<file path="config.mk">
export PLATFORM = sky130hd
export DESIGN_NAME = atmma_div
export DESIGN_NICKNAME = d
export VERILOG_FILES = /design/src/hw/rtl/atmma_pkg.sv /design/src/hw/rtl/atmma_div.sv
export SDC_FILE = /design/constraint.sdc
export NUM_CORES = 1
export LEC_CHECK = 0
export ABC_AREA = 1
export ABC_CLOCK_PERIOD_IN_PS = 4800
export BUFFER_PORTS_ARGS = -buffer_cell sky130_fd_sc_hd__buf_4
export CORE_MARGIN = 2
export CORE_UTILIZATION = 57
export DETAILED_ROUTE_END_ITERATION = 7
export PLACE_DENSITY = 0.85
export SYNTH_ARGS = -nofsm -noshare
export SYNTH_HDL_FRONTEND = slang
export SYNTH_SLANG_ARGS = --single-unit
</file>
<file path="constraint.sdc">
create_clock -name clk_i -period 4.8 [get_ports clk_i]
set_input_delay 0.96 -clock clk_i [delete_from_list [all_inputs] [get_ports clk_i]]
set_output_delay 0.96 -clock clk_i [all_outputs]
set_load 0.05 [all_outputs]
</file>
<file path="src/hw/rtl/atmma_pkg.sv">
// ----------------------------------------------------------------------------
// atmma_pkg
// Shared constants and types of the ADC trimmed-mean moving-average block.
// ----------------------------------------------------------------------------
`default_nettype none

package atmma_pkg;

  localparam int unsigned MaxChannels  = 16;
  localparam int unsigned MaxSamples   = 256;
  localparam int unsigned MaxWindow    = 64;
  localparam int unsigned TrimMinCount = 2;

  localparam int unsigned ChanW     = $clog2(MaxChannels);
  localparam int unsigned SeqW      = $clog2(MaxSamples);
  localparam int unsigned SlotW     = $clog2(MaxWindow);
  localparam int unsigned HistDepth = MaxChannels * MaxWindow;
  localparam int unsigned HistAddrW = $clog2(HistDepth);

  localparam int unsigned SampleW  = 16;
  localparam int unsigned SumW     = 24;
  localparam int unsigned WsumW    = 22;
  localparam int unsigned AvgW     = 24;
  localparam int unsigned FracW    = 8;
  localparam int unsigned CcW      = 5;
  localparam int unsigned SpcW     = 9;
  localparam int unsigned WlW      = 7;
  localparam int unsigned CfgIdxW  = 4;
  localparam int unsigned CfgDataW = 16;

  localparam int unsigned DivNumW = 32;
  localparam int unsigned DivDenW = 10;

  typedef enum logic [CfgIdxW-1:0] {
    CFG_CHANNEL_COUNT       = 4'd0,
    CFG_SAMPLES_PER_CHANNEL = 4'd1,
    CFG_WINDOW_LENGTH       = 4'd2,
    CFG_DROP_EXTREMES       = 4'd3
  } cfg_idx_e;

  typedef struct packed {
    logic               start;
    logic [DivNumW-1:0] num;
    logic [DivDenW-1:0] den;
  } div_req_t;

  typedef struct packed {
    logic               done;
    logic [DivNumW-1:0] quo;
  } div_rsp_t;

endpackage

`default_nettype wire

</file>
<file path="src/hw/rtl/atmma_div.sv">
// ----------------------------------------------------------------------------
// atmma_div
// Restoring divider, one quotient bit per cycle, pulses done with the result.
// ----------------------------------------------------------------------------
`default_nettype none

module atmma_div
  import atmma_pkg::*;
(
  input  wire logic     clk_i,
  input  wire logic     rst_ni,
  input  wire div_req_t req_i,
  output div_rsp_t      rsp_o
);

  localparam int unsigned IterW = $clog2(DivNumW);

  logic               busy_q;
  logic               done_q;
  logic [IterW-1:0]   cnt_q;
  logic [DivNumW-1:0] quo_q;
  logic [DivDenW-1:0] rem_q;
  logic [DivDenW-1:0] den_q;

  logic [DivDenW:0]   trial;
  logic               ge;
  logic [DivDenW:0]   diff;
  logic [DivDenW-1:0] rem_d;

  assign trial = {rem_q, quo_q[DivNumW-1]};
  assign ge    = trial >= {1'b0, den_q};
  assign diff  = trial - {1'b0, den_q};
  assign rem_d = ge ? diff[DivDenW-1:0] : trial[DivDenW-1:0];

  always_ff @(posedge clk_i or negedge rst_ni) begin
    if (!rst_ni) begin
      busy_q <= 1'b0;
      done_q <= 1'b0;
      cnt_q  <= '0;
    end else begin
      done_q <= !req_i.start && busy_q && (cnt_q == IterW'(DivNumW - 1));
      if (req_i.start) begin
        busy_q <= 1'b1;
        cnt_q  <= '0;
      end else if (busy_q) begin
        cnt_q <= cnt_q + IterW'(1);
        if (cnt_q == IterW'(DivNumW - 1)) begin
          busy_q <= 1'b0;
        end
      end
    end
  end

  always_ff @(posedge clk_i) begin
    if (req_i.start) begin
      quo_q <= req_i.num;
      rem_q <= '0;
      den_q <= req_i.den;
    end else if (busy_q) begin
      quo_q <= {quo_q[DivNumW-2:0], ge};
      rem_q <= rem_d;
    end
  end

  assign rsp_o.done = done_q;
  assign rsp_o.quo  = quo_q;

endmodule

`default_nettype wire

</file>
* Word level (Yosys, flattened, before mapping)
Cells that the tools add are included.
Widths: inputs -> output; s select.
** Cells by class
- Order comparisons :: 1
- Eq/ne operators :: 1
- Add/subtract/negate cells :: 2
- Reduce and logical (&&, ||, !) cells :: 4
- Multiplexer cells :: 8
** Operators with widths (count)
- $mux 32 :: 2
- $ge 11x10->1 :: 1
- $mux 10 :: 1
- $mux 5 :: 2
- $sub 10x10->10 :: 1
- $add 5x1->5 const B :: 1
- $eq 5x5->1 const B :: 1
- $mux 1 :: 3
- $logic_and 1x1->1 :: 2
- $reduce_bool 2->1 :: 1
- $logic_not 1->1 :: 1
** Word-level totals
- Output and inout bits :: 33
- Word-level logic and storage cells :: 22
- Bits of input ports :: 45
- Register bits :: 59

* Longest topological paths before layout
Gate-level depths: netlist of run 1.
- Depth after elaboration :: 4
- Mapped depth :: 12
- Mapped depth without buffers :: 12

* Least setup slack after synthesis of run 1
No wires, ideal clock.
- Path kind :: input -> register
- Start :: input port req_i[42] (netlist bit)
- End :: register quo_q[0], enable pin
- Setup time :: 388 ps
- Data required time :: 4412 ps
- Cell stages on the path :: 3
- Arrival time :: 1857 ps
- Setup slack :: 2555 ps
- Buffers on the path :: 1
- Cell sequence :: buf_2 nor2_1 inv_1
** On the way
- Word-level cells in the longest chain between the ends :: 1
** Ends and longest elaborated chain
- start, declared :: RTL line atmma_div.sv:12 : input wire div_req_t req_i,
- $reduce_bool 2->1 (no source line)
- end signal, assigned :: RTL line atmma_div.sv:56 : quo_q <= req_i.num;
- end signal, assigned :: RTL line atmma_div.sv:60 : quo_q <= {quo_q[DivNumW-2:0], ge};
- end, declared :: RTL line atmma_div.sv:21 : logic [DivNumW-1:0] quo_q;
Every way passes these cells.
A chain may end at the register's enable or synchronous reset.

* Worst setup path in the final report of run 1
- Start :: register den_q[2]
- End :: register quo_q[0], data pin
** On the way
- Word-level cells in the longest chain between the ends :: 3
** Ends and longest elaborated chain
- start, declared :: RTL line atmma_div.sv:23 : logic [DivDenW-1:0] den_q;
- start signal, assigned :: RTL line atmma_div.sv:58 : den_q <= req_i.den;
- $ge 11x10->1 :: RTL line atmma_div.sv:31 : assign ge = trial >= {1'b0, den_q};
- $mux 32 :: RTL line atmma_div.sv:59 : end else if (busy_q) begin
- $mux 32 :: RTL line atmma_div.sv:55 : if (req_i.start) begin
Every way passes these cells. The select of a mux whose other input is x is not followed.

==> results of run 1 <==
## logic make-up after synthesis
family / Yosys count / share of synthesized area [%]
AND/OR/NAND/NOR: 220 / 29.83
buffers and inverters: 62 / 8.594
flip-flops: 59 / 53.02
adder cells (fa/ha/maj): 13 / 5.513
AO/OA/AOI/OAI: 10 / 1.906
XOR/XNOR: 4 / 1.135
## placed cells by master (no fill, tap or decap)
cell / instances
a21oi_1: 4
a22o_1: 1
a31oi_1: 1
and2_1: 1
buf_4: 78
clkbuf_1: 3
clkbuf_8: 10
clkinv_2: 3
dfrtp_1: 7
dfxtp_1: 10
edfxtp_1: 42
fa_1: 1
ha_1: 12
inv_1: 46
inv_2: 2
nand2_1: 158
nand2_2: 6
nand3_1: 27
nand4_1: 11
nand4_2: 1
nor2_1: 12
nor3_1: 2
nor4_1: 1
o21a_1: 1
o21ai_0: 2
o22ai_1: 1
or2_0: 1
xnor2_1: 4
## worst reg2reg max path, stage by stage, from the launching register on
cell	delay (ps)
edfxtp_1	360
inv_1	80
ha_1	290
nand2_1	120
nand3_1	170
nand2_1	400
nand4_2	380
nand2_1	170
nand2_1	60
## final cells by class
type                       instances  area, um2  share of cell area (%)
clock buffer                      13      148.9                   3.879
clock inverter                     3      15.01                  0.3911
inverter                          48      180.2                   4.694
multi-input combinational        247       1185                   30.87
sequential                        59       1637                   42.63
tap                               70      87.58                   2.282
timing repair buffer              78      585.6                   15.25
## power by group through the flow
stage	Sequential (mW)	Combinational, mW	Clock (mW)
5_1_grt	0.692	0.775	0.419
3_3_place_gp	0.688	0.667	0
2_1_floorplan	0.776	0.452	0
6_report	0.682	0.692	0.388
3_5_place_dp	0.688	0.686	0
4_1_cts	0.680	0.689	0.391
## worst paths after layout
check	start	end	slack, ps	cells after the start
hold / removal	rst_ni	cnt_q[2]$_DFFE_PN0P_	420	1
setup / recovery	den_q[2]$_DFFE_PP_	quo_q[0]$_DFFE_PP_	2540	8
min in group clk_i	rem_q[6]$_SDFFE_PP0P_	rem_q[6]$_SDFFE_PP0P_	480	2
max in group asynchronous	rst_ni	cnt_q[3]$_DFFE_PN0P_	4260	1
setup reg to reg	den_q[2]$_DFFE_PP_	quo_q[0]$_DFFE_PP_	2540	8
hold reg to reg	rem_q[6]$_SDFFE_PP0P_	rem_q[6]$_SDFFE_PP0P_	480	2
## sequential cells by signal, indices dropped and copies added (netlist names)
register / count
quo_q: 32
den_q: 10
rem_q: 10
cnt_q: 5
busy_q: 1
done_q: 1
## per-layer routing
| metal | global-route usage (%) | up-vias | wire [um] |
|---|---|---|---|
| met5 | 0 | - | 0 |
| met2 | 36.29 | 114 | 3133 |
| met1 | 31.06 | 1194 | 2871 |
| li1 | - | 1321 | - |
| met3 | 7.907 | 12 | 628 |
| met4 | 10.54 | 0 | 139 |
==> run_results.csv, run 1 <==
group,metric,value,unit
drt,detail_route.first_pass.iterations,4,
drt,drt-total-wl,6773,um
clock_tree,cts_max_level,3,
logic_synthesis,synth_cells,368,
setup_path,crit_path_end_kind,"flip-flop",
clock_tree,cts.sinks,59,
logic_synthesis,netlist_area,3087,um2
clock_tree,cts_resized,0,
power,peakVddDrop,329.4,uV
logic_synthesis,synth-seq-area-share,53.02,%
clock_tree,path_clk_slew,70,ps
setup_path,cp_common_cell,"nand2_1",
drt,ant_nets,0,
power,p_sw,685.5,uW
place,pre_cts_ws,2250,ps
drt,vias,2641,
sta,whs,421.6,ps
layout,fin_util,74.21,%
die,die-height,77.59,um
global_route,grt_pass1_wl,11200,um
global_route,grt_max_degree,48,
drt,vias_per_cell,5.098,
place,dp_cells,502,
sta,fin_setup_tns,0,ps
die,coreArea,5172,um2
place,port_buffers,77,
clock_tree,clockBufferDepth,2,
logic_synthesis,ys_warn_count,0,
setup_path,worstPathMaxFanout,11,
layout,fin_nets,501,
sta,setup_viol_count_final,0,
clock_tree,clk-insertion-delay-late,340,ps
sta,rsz0062_at_grt,"no",
sta,fin_worst_skew,6.567,ps
drt,route.detailed.drc,0,
sta,finalMaxSlewViolations,0,
logic_synthesis,synth_cell_types,30,
global_route,grt_pass1_vias,2467,
global_route,antenna_found_initial,0,
clock_tree,clockRootBuffer,"clkbuf_8",
logic_synthesis,synth_ff_type,"edfxtp_1",
place,placed_area,3675,um2
job,drv_cap,0,
logic_synthesis,async_flop_share,11.86,%
clock_tree,cts_tree,"yes",
logic_synthesis,synth.net_count,426,
place,globalplace.congestion,0.8647,
die,num_rows,26,
sta,finalCritPeriodShare,47.01,%
setup_path,max_stage_delay,400,ps
layout,drive_gt1_share,22.32,%
die,initial_core_util,59.68,%
sta,timing.fmax,443.2,MHz
drt,drtIter0Drc,199,
die,die_w,77.59,um
sta,slew-limit-headroom,38.36,%
power,p_total,1.761,mW
logic_synthesis,synth.largest_area_cell,"edfxtp_1",
setup_path,path_class,"flip-flop to flip-flop",
sta,hold_viol,0,
logic_synthesis,avgSynthCellArea,8.388,um2
drt,avgRoutedWirePerCell,13.08,um
setup_path,cp.required,4890,ps
logic_synthesis,synth-seq-cells,59,
power,p_int,1.076,mW
layout,final.fill_count,350,
power,p_sw_share,38.92,%
layout,instances_no_fill,518,
status,outcome,"completed",
setup_path,cp_cell_sequence,"inv_1, ha_1, nand2_1, nand3_1, nand2_1, nand4_2, nand2_1, nand2_1",
power,pwr-share-comb,39.3,%
power,pwr-share-clk,22.0,%
place,dp_hpwl,4777,um
layout,n_antenna_cell,0,
logic_synthesis,ys_top_cells_by_area,"edfxtp_1, nand2_1, dfxtp_1",
global_route,grt_overflow_total,0,
logic_synthesis,synth_common_cells,"nand2_1, inv_1, edfxtp_1, nand3_1",
sta,period_minus_slack,2256,ps
sta,worstMarginPinSlew,923.6,ps
logic_synthesis,synth_edf_count,42,
setup_path,critPathBufInv,1,
global_route,grt_usage,23.83,%
hold_path,hold_path.class,"input pin to asynchronous set/reset pin",
power,p_leak,1.986,nW
clock_tree,ctsHoldBuffers,0,
setup_path,cp.arrival,2350,ps
die,die-area,6020,um2
logic_synthesis,post-synth-top-count-cell,"nand2_1",
layout,fin_area,3839,um2
power,powerDensity,458.8,nW/um2
clock_tree,postCtsSetupBuffers,0,
setup_path,critPathSlowestCell,"nand2_1",
power,seq_power_share,38.7,%
layout,syn_to_final_growth,24.36,%
clock_tree,numCtsBuffers,9,
setup_path,critical-path-top-delay-family,"simple AND/OR/NAND/NOR gates",
die,ioPinCount,78,
sta,setup_slack,2544,ps
logic_synthesis,synth.top_cell.area_share,40.86,%
setup_path,crit_path_start_kind,"flip-flop",
Power figures use the tool's default switching activity.
==> run 2, diff against run 1 <==
- ABC_CLOCK_PERIOD_IN_PS: 4800 -> 1800
- CORE_UTILIZATION: 57 -> 48
- PLACE_DENSITY: 0.85 -> 0.76
- clock period: 4.8 -> 1.8 ns (I/O delays scaled with it)
==> run 2 against run 1 <==
Net effect: via count rose by 3.8%; design area rose by 9.3%; critical path type unchanged; critical endpoint is now rem_q[5]$_SDFFE_PP0P_; power rose to 3.0 times the previous value; global-route usage fell by 2.9 points; combinational power rose to 3.3 times the previous value; final cell count rose by 5.0%; clock power rose to 2.8 times the previous value; critical path depth rose by 2; worst setup slack got worse by 2500 ps.
==> run_results.csv, run 2 (synthesis gave the netlist of run 1 again) <==
group,metric,value,unit
die,ioPinCount,78,
global_route,grt_pass1_vias,2661,
drt,ant_nets,0,
sta,setup_slack,23.15,ps
die,die-height,84.19,um
sta,whs,201.8,ps
clock_tree,numCtsBuffers,9,
sta,setup_viol_count_final,0,
drt,avgRoutedWirePerCell,13.58,um
die,coreArea,6277,um2
layout,largest_reg_flops,32,
drt,vias,2741,
place,port_buffers,77,
setup_path,cp.required,2030,ps
drt,route.detailed.drc,0,
layout,layout_common_cells,"nand2_1, buf_4, inv_1",
die,die_w,84.19,um
sta,slew-limit-headroom,80.10,%
job,drv_cap,0,
drt,drtIter0Drc,154,
setup_path,worstPathMaxFanout,6,
layout,fin_nets,520,
status,outcome,"completed",
clock_tree,clockRootBuffer,"clkbuf_8",
die,initial_core_util,49.17,%
sta,finalCritPeriodShare,98.71,%
power,peakVddDrop,728.5,uV
place,globalplace.congestion,0.9118,
clock_tree,clk-insertion-delay-late,330,ps
clock_tree,cts_tree,"yes",
setup_path,path_class,"flip-flop to flip-flop",
place,placed_area,3844,um2
clock_tree,path_clk_slew,70,ps
setup_path,crit_path_start_kind,"flip-flop",
power,p_total,5.242,mW
sta,finalMaxSlewViolations,0,
layout,fin_util,66.83,%
sta,period_minus_slack,1777,ps
global_route,antenna_found_initial,0,
place,dp_hpwl,5189,um
global_route,grt_overflow_total,0,
layout,final_common_cell,"nand2_1",
power,p_leak,2.102,nW
drt,vias_per_cell,5.039,
global_route,grt_max_degree,32,
global_route,grt_pass1_wl,11770,um
die,num_rows,29,
layout,drive_gt1_share,30.84,%
die,die-area,7088,um2
setup_path,cp.arrival,2000,ps
sta,timing.fmax,562.8,MHz
power,powerDensity,1249,nW/um2
layout,reg.largest.list,"quo_q x32, den_q x10, rem_q x10",
sta,fin_worst_skew,6.432,ps
drt,drt-total-wl,7385,um
clock_tree,clockBufferDepth,2,
setup_path,r2r_slack,20,ps
hold_path,hold_path.class,"input pin to flip-flop",
sta,rsz0062_at_grt,"yes",
clock_tree,cts.sinks,59,
layout,syn_to_final_growth,35.91,%
sta,hold_viol,0,
drt,detail_route.first_pass.iterations,4,
layout,top_register,"quo_q",
clock_tree,cts_max_level,3,
setup_path,crit_path_end_kind,"flip-flop",
sta,worstMarginPinSlew,298.1,ps
layout,fin_area,4195,um2
global_route,grt_usage,20.88,%
layout,n_antenna_cell,0,
place,pre_cts_ws,-6.395,ps
-- run 2: cell types whose count changed in the layout (fill, tap and decap cells not counted), moves of 3 or more --
cell	delta
inv_1	-3
buf_4	+14
nand3_1	-4
clkbuf_1	-3
nand3_2	+4
inv_2	+3
ha_1	-9
ha_4	+8
-- run 2: area by class of cell --
class | instances | area [um2]
inverter | 48 | 180.2
clock inverter | 5 | 27.53
timing repair buffer | 97 | 763.2
fill | 502 | 2082
clock buffer | 11 | 151.4
tap | 77 | 96.34
multi-input combinational | 247 | 1340
sequential | 59 | 1637
-- run 2: through the flow --
stage	std cells	TNS, ps
3_3_place_gp	524	0
5_1_grt	544	-341.0
3_5_place_dp	524	-6.395
2_1_floorplan	368	-271.6
4_1_cts	542	0
6_report	544	0
-- run 2: report_power, final --
part	switching (mW)	leakage, nW	internal, mW
registers	0.183	0.623	1.67
clock network	0.518	0.0949	0.564
logic	1.31	1.38	0.998
-- run 2: worst paths after layout --
path	start	endpoint	cells past startpoint
max	den_q[2]$_DFFE_PP_	rem_q[5]$_SDFFE_PP0P_	10
min	req_i[4]	den_q[4]$_DFFE_PP_	1
max reg2reg	den_q[2]$_DFFE_PP_	rem_q[5]$_SDFFE_PP0P_	10
min reg2reg	rem_q[1]$_SDFFE_PP0P_	rem_q[1]$_SDFFE_PP0P_	2
max in group asynchronous	rst_ni	cnt_q[2]$_DFFE_PN0P_	2
min in group asynchronous	rst_ni	cnt_q[4]$_DFFE_PN0P_	2
-- run 2: repair_timing --
item / CTS / global route
hold endpoints to repair: 7 / 0
pin swaps: 0 / 8
resized for setup: 0 / 22
setup endpoints to repair: 2 / 11
buffers inserted: 1 / 2
hold buffers: 1 / 0
-- run 2: routing by layer --
metal	wire length, um	vias up	GRT usage (%)	part of all wire [%]
li1	-	1363	-	-
met1	3029	1259	25.40	41
met2	3642	106	34.85	49
met3	585	13	6.490	7.9
met4	128	0	8.065	1.7
met5	0	-	0	0
-- run 2: critical path, stage by stage (launching register included) --
cell and delay [ps]:
edfxtp_1 330, inv_1 50, ha_2 380, nand2_1 70
nor2_1 180, nand3_2 150, nand4_4 160, buf_4 140
nand3_1 70, nand3_1 90, nand2_1 50
